$ cat src/rtl/core/hcpg_pkg.sv
// Shared constants for the Hermite curve point generator.
`timescale 1ns / 1ps
`default_nettype none

package hcpg_pkg;

  // Default sizing handed to the top level
  localparam int MAX_POINTS_DEF = 64;
  localparam int COORD_BITS_DEF = 16;

  // Configuration register widths and reset values
  localparam int NP_W       = 7;
  localparam int COLOR_W    = 24;
  localparam int CFG_ADDR_W = 1;
  localparam int CFG_DATA_W = 24;

  localparam logic [NP_W-1:0]    NUM_POINTS_RST  = 7'd16;
  localparam logic [COLOR_W-1:0] PIXEL_COLOR_RST = 24'd0;

  // Configuration register indexes
  localparam logic [CFG_ADDR_W-1:0] CFG_NUM_POINTS  = 1'b0;
  localparam logic [CFG_ADDR_W-1:0] CFG_PIXEL_COLOR = 1'b1;

  // Fixed-point formats: t is unsigned Q1.16, weights are signed Q2.16 with headroom
  localparam int FRAC_W = 16;
  localparam int T_W    = 17;
  localparam int H_W    = 20;

  localparam logic [T_W-1:0]        T_ONE = 17'd65536;
  localparam logic signed [H_W-1:0] H_ONE = 20'sd65536;
  localparam logic [FRAC_W:0]       HALF  = 17'd32768;

endpackage : hcpg_pkg

`default_nettype wire

$ cat src/rtl/core/hermite_curve_point_generator.sv
// Cubic Hermite curve point generator: one item in, a run of curve pixels out.
//
//  channel  | dir | handshake          | payload
//  ---------+-----+--------------------+---------------------------------------------
//  s_*      | in  | s_tvalid/s_tready  | s_tdata: start/end points and tangents
//  m_*      | out | m_tvalid/m_tready  | m_tdata: pixel_x, pixel_y, pixel_rgb; m_tlast
//  cfg_*    | in  | cfg_we             | cfg_addr selects num_points or pixel_color
//
//  Each point passes through the radix-2 divider that forms t, the powers t^2 and t^3
//  on the shared multiplier, the weights, the eight multiply-accumulates of x and y,
//  and the idle state that holds the output beat through any output stall until taken.
//  An item occupies the block until its last point is taken; s_tready is low meanwhile.
//  An item with fewer than two points is accepted and dropped.
//  rst is synchronous and active high; it returns the block to idle and the registers
//  to 16 points and color zero.
`timescale 1ns / 1ps
`default_nettype none

module hermite_curve_point_generator #(
  parameter int MAX_POINTS = hcpg_pkg::MAX_POINTS_DEF,
  parameter int COORD_BITS = hcpg_pkg::COORD_BITS_DEF
) (
  input  wire logic                             clk,
  input  wire logic                             rst,
  // Input item beat
  input  wire logic                             s_tvalid,
  output logic                                  s_tready,
  // start_x, start_y, start_tan_x, start_tan_y, end_x, end_y, end_tan_x, end_tan_y
  input  wire logic [8*COORD_BITS-1:0]          s_tdata,
  // Output pixel beat
  output logic                                  m_tvalid,
  input  wire logic                             m_tready,
  // pixel_x, pixel_y, pixel_rgb, zero fill to whole bytes
  output logic [((2*COORD_BITS+hcpg_pkg::COLOR_W+7)/8)*8-1:0] m_tdata,
  output logic                                  m_tlast,
  // Configuration write port
  input  wire logic                             cfg_we,
  input  wire logic [hcpg_pkg::CFG_ADDR_W-1:0]  cfg_addr,
  input  wire logic [hcpg_pkg::CFG_DATA_W-1:0]  cfg_wdata
);

  localparam int NP_W    = hcpg_pkg::NP_W;
  localparam int T_W     = hcpg_pkg::T_W;
  localparam int H_W     = hcpg_pkg::H_W;
  localparam int FRAC_W  = hcpg_pkg::FRAC_W;
  localparam int COLOR_W = hcpg_pkg::COLOR_W;
  localparam int IDX_W   = $clog2(MAX_POINTS);
  localparam int DIV_W   = IDX_W + 1;
  localparam int REM_W   = IDX_W + 2;
  localparam int STEP_W  = $clog2(T_W);
  localparam int MB_W    = (COORD_BITS > T_W + 1) ? COORD_BITS : T_W + 1;
  localparam int P_W     = H_W + MB_W;
  localparam int ACC_W   = P_W + 2;
  localparam int QW      = ACC_W - FRAC_W;
  localparam int OUT_W   = ((2*COORD_BITS + COLOR_W + 7) / 8) * 8;

  localparam logic [NP_W-1:0]   NP_MAX    = NP_W'(MAX_POINTS);
  localparam logic [STEP_W-1:0] STEP_LAST = STEP_W'(T_W - 1);
  localparam logic [3:0]        MAC_LAST  = 4'd9;
  localparam logic [QW-1:0]     LIM_P     = QW'((64'd1 << (COORD_BITS-1)) - 64'd1);
  localparam logic [QW-1:0]     LIM_N     = QW'(64'd1 << (COORD_BITS-1));

  // Sequencer states
  localparam logic [2:0] S_IDLE = 3'd0;
  localparam logic [2:0] S_DIV  = 3'd1;
  localparam logic [2:0] S_SQ   = 3'd2;
  localparam logic [2:0] S_SQR  = 3'd3;
  localparam logic [2:0] S_CUBE = 3'd4;
  localparam logic [2:0] S_CUBR = 3'd5;
  localparam logic [2:0] S_WGT  = 3'd6;
  localparam logic [2:0] S_MAC  = 3'd7;
  localparam logic [2:0] S_OUT_UNUSED = 3'd0;

  logic [2:0]              state;
  logic                    out_full;
  logic [IDX_W-1:0]        pt_idx;
  logic [IDX_W-1:0]        den;
  logic [STEP_W-1:0]       dstep;
  logic [3:0]              k;

  logic [NP_W-1:0]         num_points;
  logic [COLOR_W-1:0]      pixel_color;

  logic signed [COORD_BITS-1:0] crd [8];
  logic [REM_W-1:0]        rem;
  logic [T_W-1:0]          nlow;
  logic [T_W-1:0]          quo;
  logic [T_W-1:0]          t2;
  logic [T_W-1:0]          t3;
  logic signed [H_W-1:0]   hw [4];
  logic signed [P_W-1:0]   prod;
  logic signed [ACC_W-1:0] acc;
  logic [COORD_BITS-1:0]   px;
  logic [COORD_BITS-1:0]   py;

  logic                    s_fire;
  logic                    m_fire;
  logic [NP_W-1:0]         np_eff;
  logic [IDX_W-1:0]        idx_next;
  logic [DIV_W-1:0]        dvsr;
  logic [REM_W-1:0]        trial;
  logic                    ge;
  logic signed [H_W-1:0]   mul_a;
  logic signed [MB_W-1:0]  mul_b;
  logic [2*T_W-1:0]        pw_rnd;
  logic signed [H_W-1:0]   ta;
  logic signed [H_W-1:0]   tb;
  logic signed [H_W-1:0]   tc;
  logic signed [ACC_W-1:0] prod_ext;

  // Round half away from zero, then saturate to the coordinate range
  function automatic logic [COORD_BITS-1:0] rnd_sat(input logic signed [ACC_W-1:0] s);
    logic             neg;
    logic [ACC_W-1:0] mag;
    logic [QW-1:0]    q;
    logic [COORD_BITS-1:0] r;
    neg = s[ACC_W-1];
    mag = (neg ? ~s : s) + (neg ? ACC_W'(hcpg_pkg::HALF) + ACC_W'(1) : ACC_W'(hcpg_pkg::HALF));
    q   = mag[ACC_W-1:FRAC_W];
    if (!neg && q > LIM_P) begin
      r = {1'b0, {(COORD_BITS-1){1'b1}}};
    end else if (neg && q > LIM_N) begin
      r = {1'b1, {(COORD_BITS-1){1'b0}}};
    end else if (neg) begin
      r = -q[COORD_BITS-1:0];
    end else begin
      r = q[COORD_BITS-1:0];
    end
    return r;
  endfunction

  // Handshakes and clamped point count
  assign s_tready = (state == S_IDLE) && !out_full;
  assign m_tvalid = out_full;
  assign m_tlast  = (pt_idx == den);
  assign m_tdata  = OUT_W'({pixel_color, py, px});
  assign s_fire   = s_tvalid && s_tready;
  assign m_fire   = out_full && m_tready;
  assign np_eff   = (num_points > NP_MAX) ? NP_MAX : num_points;
  assign idx_next = pt_idx + IDX_W'(1);
  assign dvsr     = {den, 1'b0};

  // One restoring divide step: t = (i*2^17 + den) / (2*den)
  assign trial = {rem[REM_W-2:0], nlow[T_W-1]};
  assign ge    = (trial >= REM_W'(dvsr));

  // Shared multiplier operand select
  always_comb begin
    mul_a = '0;
    mul_b = '0;
    case (state)
      S_SQ: begin
        mul_a = $signed(H_W'(quo));
        mul_b = $signed(MB_W'(quo));
      end
      S_CUBE: begin
        mul_a = $signed(H_W'(t2));
        mul_b = $signed(MB_W'(quo));
      end
      S_MAC: begin
        mul_a = hw[k[1:0]];
        mul_b = MB_W'(crd[{k[0], k[1], k[2]}]);
      end
      default: begin
        mul_a = '0;
        mul_b = '0;
      end
    endcase
  end

  assign pw_rnd   = prod[2*T_W-1:0] + (2*T_W)'(hcpg_pkg::HALF);
  assign ta       = $signed(H_W'(quo));
  assign tb       = $signed(H_W'(t2));
  assign tc       = $signed(H_W'(t3));
  assign prod_ext = ACC_W'(prod);

  // Configuration registers
  always_ff @(posedge clk) begin
    if (rst) begin
      num_points  <= hcpg_pkg::NUM_POINTS_RST;
      pixel_color <= hcpg_pkg::PIXEL_COLOR_RST;
    end else if (cfg_we) begin
      case (cfg_addr)
        hcpg_pkg::CFG_NUM_POINTS:  num_points  <= cfg_wdata[NP_W-1:0];
        hcpg_pkg::CFG_PIXEL_COLOR: pixel_color <= cfg_wdata[COLOR_W-1:0];
        default: ;
      endcase
    end
  end

  // Sequencer control
  always_ff @(posedge clk) begin
    if (rst) begin
      state    <= S_IDLE;
      out_full <= 1'b0;
      pt_idx   <= '0;
      dstep    <= '0;
      k        <= '0;
    end else begin
      case (state)
        S_IDLE: begin
          if (out_full) begin
            // Hold the beat until taken, then start the next point or finish
            if (m_tready) begin
              out_full <= 1'b0;
              if (pt_idx != den) begin
                pt_idx <= idx_next;
                dstep  <= '0;
                state  <= S_DIV;
              end
            end
          end else if (s_fire && np_eff >= NP_W'(2)) begin
            pt_idx <= '0;
            dstep  <= '0;
            state  <= S_DIV;
          end
        end
        S_DIV: begin
          dstep <= dstep + STEP_W'(1);
          if (dstep == STEP_LAST) begin
            state <= S_SQ;
          end
        end
        S_SQ:   state <= S_SQR;
        S_SQR:  state <= S_CUBE;
        S_CUBE: state <= S_CUBR;
        S_CUBR: state <= S_WGT;
        S_WGT: begin
          k     <= '0;
          state <= S_MAC;
        end
        S_MAC: begin
          k <= k + 4'd1;
          if (k == MAC_LAST) begin
            out_full <= 1'b1;
            state    <= S_IDLE;
          end
        end
        default: state <= S_IDLE;
      endcase
    end
  end

  // Datapath: capture item, divide, powers, weights, multiply-accumulate
  always_ff @(posedge clk) begin
    prod <= mul_a * mul_b;
    if (s_fire) begin
      den <= IDX_W'(np_eff - NP_W'(1));
      rem <= '0;
      nlow <= T_W'(IDX_W'(np_eff - NP_W'(1)));
      for (int j = 0; j < 8; j++) begin
        crd[j] <= s_tdata[j*COORD_BITS +: COORD_BITS];
      end
    end
    if (state == S_IDLE && m_fire && pt_idx != den) begin
      rem  <= REM_W'(idx_next);
      nlow <= T_W'(den);
    end
    case (state)
      S_DIV: begin
        rem  <= ge ? (trial - REM_W'(dvsr)) : trial;
        nlow <= {nlow[T_W-2:0], 1'b0};
        quo  <= {quo[T_W-2:0], ge};
      end
      S_SQR:  t2 <= pw_rnd[FRAC_W +: T_W];
      S_CUBR: t3 <= pw_rnd[FRAC_W +: T_W];
      S_WGT: begin
        hw[0] <= (tc <<< 1) - (tb + (tb <<< 1)) + hcpg_pkg::H_ONE;
        hw[1] <= (tb + (tb <<< 1)) - (tc <<< 1);
        hw[2] <= tc - (tb <<< 1) + ta;
        hw[3] <= tc - tb;
      end
      S_MAC: begin
        if (k inside {4'd1, 4'd5}) begin
          acc <= prod_ext;
        end else if (k inside {[4'd2:4'd4], [4'd6:4'd8]}) begin
          acc <= acc + prod_ext;
        end
        if (k == 4'd5) begin
          px <= rnd_sat(acc);
        end
        if (k == MAC_LAST) begin
          py <= rnd_sat(acc);
        end
      end
      default: ;
    endcase
  end

  // Divider remainder stays below the divisor
  a_rem_bound: assert property (@(posedge clk) disable iff (rst)
    (state == S_DIV) |-> (rem < REM_W'(dvsr)))
    else $error("divider remainder out of range");

  // First point lands on t = 0, last point on t = 1.0
  a_t_first: assert property (@(posedge clk) disable iff (rst)
    (state == S_SQ && pt_idx == '0) |-> (quo == '0))
    else $error("first point t not zero");

  a_t_last: assert property (@(posedge clk) disable iff (rst)
    (state == S_SQ && pt_idx == den) |-> (quo == hcpg_pkg::T_ONE))
    else $error("last point t not one");

  // An accepted item with two or more points starts at point zero
  a_start: assert property (@(posedge clk) disable iff (rst)
    (s_fire && np_eff >= NP_W'(2)) |=> (state == S_DIV && pt_idx == '0))
    else $error("run did not start at point zero");

  // After the last beat of a run the block is ready again
  a_done: assert property (@(posedge clk) disable iff (rst)
    (m_fire && m_tlast) |=> s_tready)
    else $error("block not ready after final point");

  // Busy sequencer never shows an output beat
  a_busy: assert property (@(posedge clk) disable iff (rst)
    (state != S_IDLE && state != S_OUT_UNUSED) |-> !m_tvalid)
    else $error("output beat while computing");

endmodule : hermite_curve_point_generator

`default_nettype wire

$ cat config.mk
export PLATFORM = sky130hd
export DESIGN_NAME = hermite_curve_point_generator
export DESIGN_NICKNAME = d
export VERILOG_FILES = /design/src/rtl/core/hcpg_pkg.sv /design/src/rtl/core/hermite_curve_point_generator.sv
export SDC_FILE = /design/constraint.sdc
export NUM_CORES = 2
export LEC_CHECK = 0
export ABC_AREA = 1
export BUFFER_PORTS_ARGS = -buffer_cell sky130_fd_sc_hd__buf_2
export CAP_MARGIN = 25
export CORE_MARGIN = 3
export CORE_UTILIZATION = 35
export CTS_CLUSTER_SIZE = 25
export DETAILED_ROUTE_END_ITERATION = 10
export PLACE_DENSITY = 0.62
export SLEW_MARGIN = 20
export SYNTH_ARGS = -nofsm -noshare
export SYNTH_HDL_FRONTEND = slang
export SYNTH_SLANG_ARGS = --single-unit
$ cat constraint.sdc
create_clock -name clk -period 12.9 [get_ports clk]
set_input_delay 0.645 -clock clk [delete_from_list [all_inputs] [get_ports clk]]
set_output_delay 0.645 -clock clk [all_outputs]
set_load 0.02 [all_outputs]
==> results by group <==
Worst setup path
  – CP Data Arrival Time: 9.78 ns
  – R2R cell count: 26
  – Crit. End Element: register
  – Setup crit start kind: register
  – CP required: 13.42 ns
  – CP max FO: 50
  – Critical path class: register to register

Clock network
  – Clk_lat worst skew: 0.66 ns
  – Clock-pin slew on the worst setup and hold paths: 0.06 ns
  – CTS sink cnt: 449
  – # hold bufs at CTS: 0
  – CTS tree: yes
  – Bufs on Longest Clock Path: 3
  – TritonCTS Buffers: 53
  – H-tree depth: 2
  – CTS resizes: 0
  – # Post-CTS Setup Buffers: 0
  – Root Driver: clkbuf_16

Timing
  – Total Neg Setup Slack: 0 ns
  – Final setup vio count: 0
  – Fin crit period: 9.256 ns
  – Max Fclk: 108.0 MHz
  – Hold_ws: 0.1763 ns
  – Max_slew headroom: 0.3088
  – Worst-Margin Slew: 1.037 ns
  – Final worst setup slack: 3.644 ns
  – Unrepaired setup endpoints after global routing: false
  – Worst Skew: 0.08424 ns
  – Slew Viols, Final: 0
  – Fin crit share: 0.7175
  – Hold Violations, Final: 0

Layout
  – Commonest non-fill, non-tap cells in the layout: nand2_1, inv_1, nor2_1, fa_1, edfxtp_1
  – Core Util, Final: 0.3939
  – Commonest non-fill, non-tap cell in the layout: nand2_1
  – Share of layout cells above drive strength 1: 0.08454
  – Fin nets: 5742
  – Final cell count without fillers: 6484
  – Layout area overhead: 11.21%
  – Filler instances: 11450

Floorplanning
  – Number of cell rows: 123
  – DIE WIDTH: 344.3 um
  – I/O pin total: 217
  – Die Y: 344.3 um
  – Initial core utilization: 0.3542
  – Die footprint: 118600 um2
  – Core box area: 113100 um2

Synthesis
  – Post-Syn Area: 40060 um2
  – Simple-gate share of the synthesized area: 0.1843
  – Post-synthesis adder-cell area fraction: 0.2703
  – Yosys warns: 0
  – Post-synth cell types: 58
  – Number of synthesized flops with an enable pin: 357
  – Multiplexer share of the synthesized area: 0
  – Post-synthesis compound-gate area fraction: 0.09451
  – Synthesized instance count: 4742
  – Register bit total from synthesis: 449
  – Largest family of logic cells by synthesized area: adder cells
  – Post-synthesis sequential area ratio: 0.3136
  – Syn_area_per_cell: 8.448 um2
  – Ys async rst share: 0
  – Post-Syn Nets: 5544
  – Top_reg_cell synth: edfxtp_1
  – Xor-xnor portion of the synthesized cell area: 0.04285

Place
  – Port Buffer Count: 216
  – Pre-CTS WS: 3.652 ns
  – DP HPWL: 96.62 mm
  – Placed Cells: 6384
  – RePlAce Congestion: 0.9338

GRT
  – Antenna violations before repair: 4
  – Total GRT Usage: 0.2033
  – First-pass GRT wire length: 186.6 mm
  – Vias in the first global route: 32120
  – Largest net degree at the start of global routing: 87
  – Gr ovfl total: 0

Detailed routing
  – Post-route ant nets: 0
  – DRT Pass-1 Iters: 7
  – Starting DRT DRC Count: 2738
  – Drc violations: 0
  – Average wire per standard cell: 18.62 um
  – Vias: 32900
  – Detailed Route WL: 120.8 mm
  – Vias per std cell: 5.074

Power and ir drop
  – Static leakage: 0.02047 uW
  – Pwr per Cell Area: 128.9 nW/um2
  – Worst vdd ir: 0.08972 mV

Min path
  – Hold path cells: 1
  – Min-Delay Path Class: input pin to register

Run status
  – Status: complete, no violations

Job
  – Maxcap violations: 0
final cells by class:
| cell class | count | area [um2] | area share |
|---|---|---|---|
| Timing Repair Buffer | 256 | 1401 | 0.03145 |
| Clock buffer | 68 | 1425 | 0.03199 |
| Multi-Input combinational cell | 3311 | 23760 | 0.5332 |
| Sequential cell | 449 | 12560 | 0.2820 |
| Inverter | 869 | 3272 | 0.07344 |
| Antenna cell | 4 | 10.01 | 0.0002247 |
| Clock inverter | 27 | 246.5 | 0.005532 |
| Tap cell | 1500 | 1877 | 0.04213 |
metal layers:
metal | global-route usage | part of all wire
met1 | 0.2812 | 0.44
met3 | 0.03795 | 0.079
met5 | 0 | 0.00011
met4 | 0.06292 | 0.032
met2 | 0.3227 | 0.45
power breakdown:
group / internal (uW) / switching (uW)
registers: 1910 / 141
logic: 712 / 1520
clock network: 825 / 640
total: 3440 / 2300
cell families (layout without fill, tap and decap cells):
group / Yosys count / count (layout)
compound gates: 668 / 668
xor+xnor: 196 / 196
fa+ha+maj: 644 / 644
buf+inv: 982 / 1220
flops: 449 / 449
other cells: 0 / 4
simple gates: 1803 / 1803
flip-flops by register name (all words and copies together), names as in the netlist, 5 cells and up, named ones only:
name         count
py              16
num_points       7
crd            128
t2              17
prod            38
t3              17
acc             40
dstep            5
pt_idx           6
quo             17
den              6
hw              77
rem              7
px              16
nlow            17
pixel_color     24
final timing paths:
kind	startpoint	endpoint	slack (ns)
worst max register to register	register	prod[37]$_DFF_P_	3.64
worst min register to register	pixel_color[11]$_SDFFE_PP0P_	pixel_color[11]$_SDFFE_PP0P_	0.48
worst max-delay path	register	prod[37]$_DFF_P_	3.64
worst min-delay path	s_tdata[6]	crd[0][6]$_DFFE_PP_	0.18
worst max-delay path: stages, from the launching register on:
cell	delay (ns)
dfxtp_1	0.29
buf_4	0.29
inv_1	0.52
buf_4	0.49
o21ai_0	0.16
o221ai_1	0.20
o211ai_1	0.14
nand2_1	0.33
inv_1	0.43
nor2_1	0.42
inv_1	0.11
fa_1	0.52
inv_1	0.16
fa_1	0.94
inv_1	0.14
fa_1	0.52
fa_1	0.53
fa_1	0.52
fa_1	0.56
inv_1	0.05
ha_1	0.38
a21oi_1	0.28
o21bai_1	0.09
a221oi_1	0.39
o21ai_0	0.15
a21oi_1	0.37
xor2_1	0.11
synthesized netlist by cell type (all sizes together), types with 14 or more instances:
cell type / count / share of area
a21oi: 224 / 0.028
a31oi: 30 / 0.0047
buf: 32 / 0.0053
clkbuf: 81 / 0.0076
dfxtp: 92 / 0.046
edfxtp: 357 / 0.27
fa: 369 / 0.18
ha: 275 / 0.086
inv: 860 / 0.081
nand2: 947 / 0.091
nand3: 147 / 0.019
nand3b: 14 / 0.0026
nand4: 34 / 0.0053
nor2: 602 / 0.058
nor3: 32 / 0.0045
o211ai: 16 / 0.0030
o21ai: 267 / 0.033
o221ai: 32 / 0.0070
o22ai: 27 / 0.0042
xnor2: 62 / 0.014
xor2: 134 / 0.029
per-stage QoR:
| stage | instance area [um2] | power (uW) |
|---|---|---|
| 3_3_place_gp | 42840 | 4234 |
| 3_5_place_dp | 42840 | 4256 |
| 4_1_cts | 44520 | 5742 |
| 5_1_grt | 44550 | 6091 |
| 6_report | 44550 | 5742 |
| 2_1_floorplan | 40060 | 3532 |
Note: power is estimated with default switching activity, not from simulation.
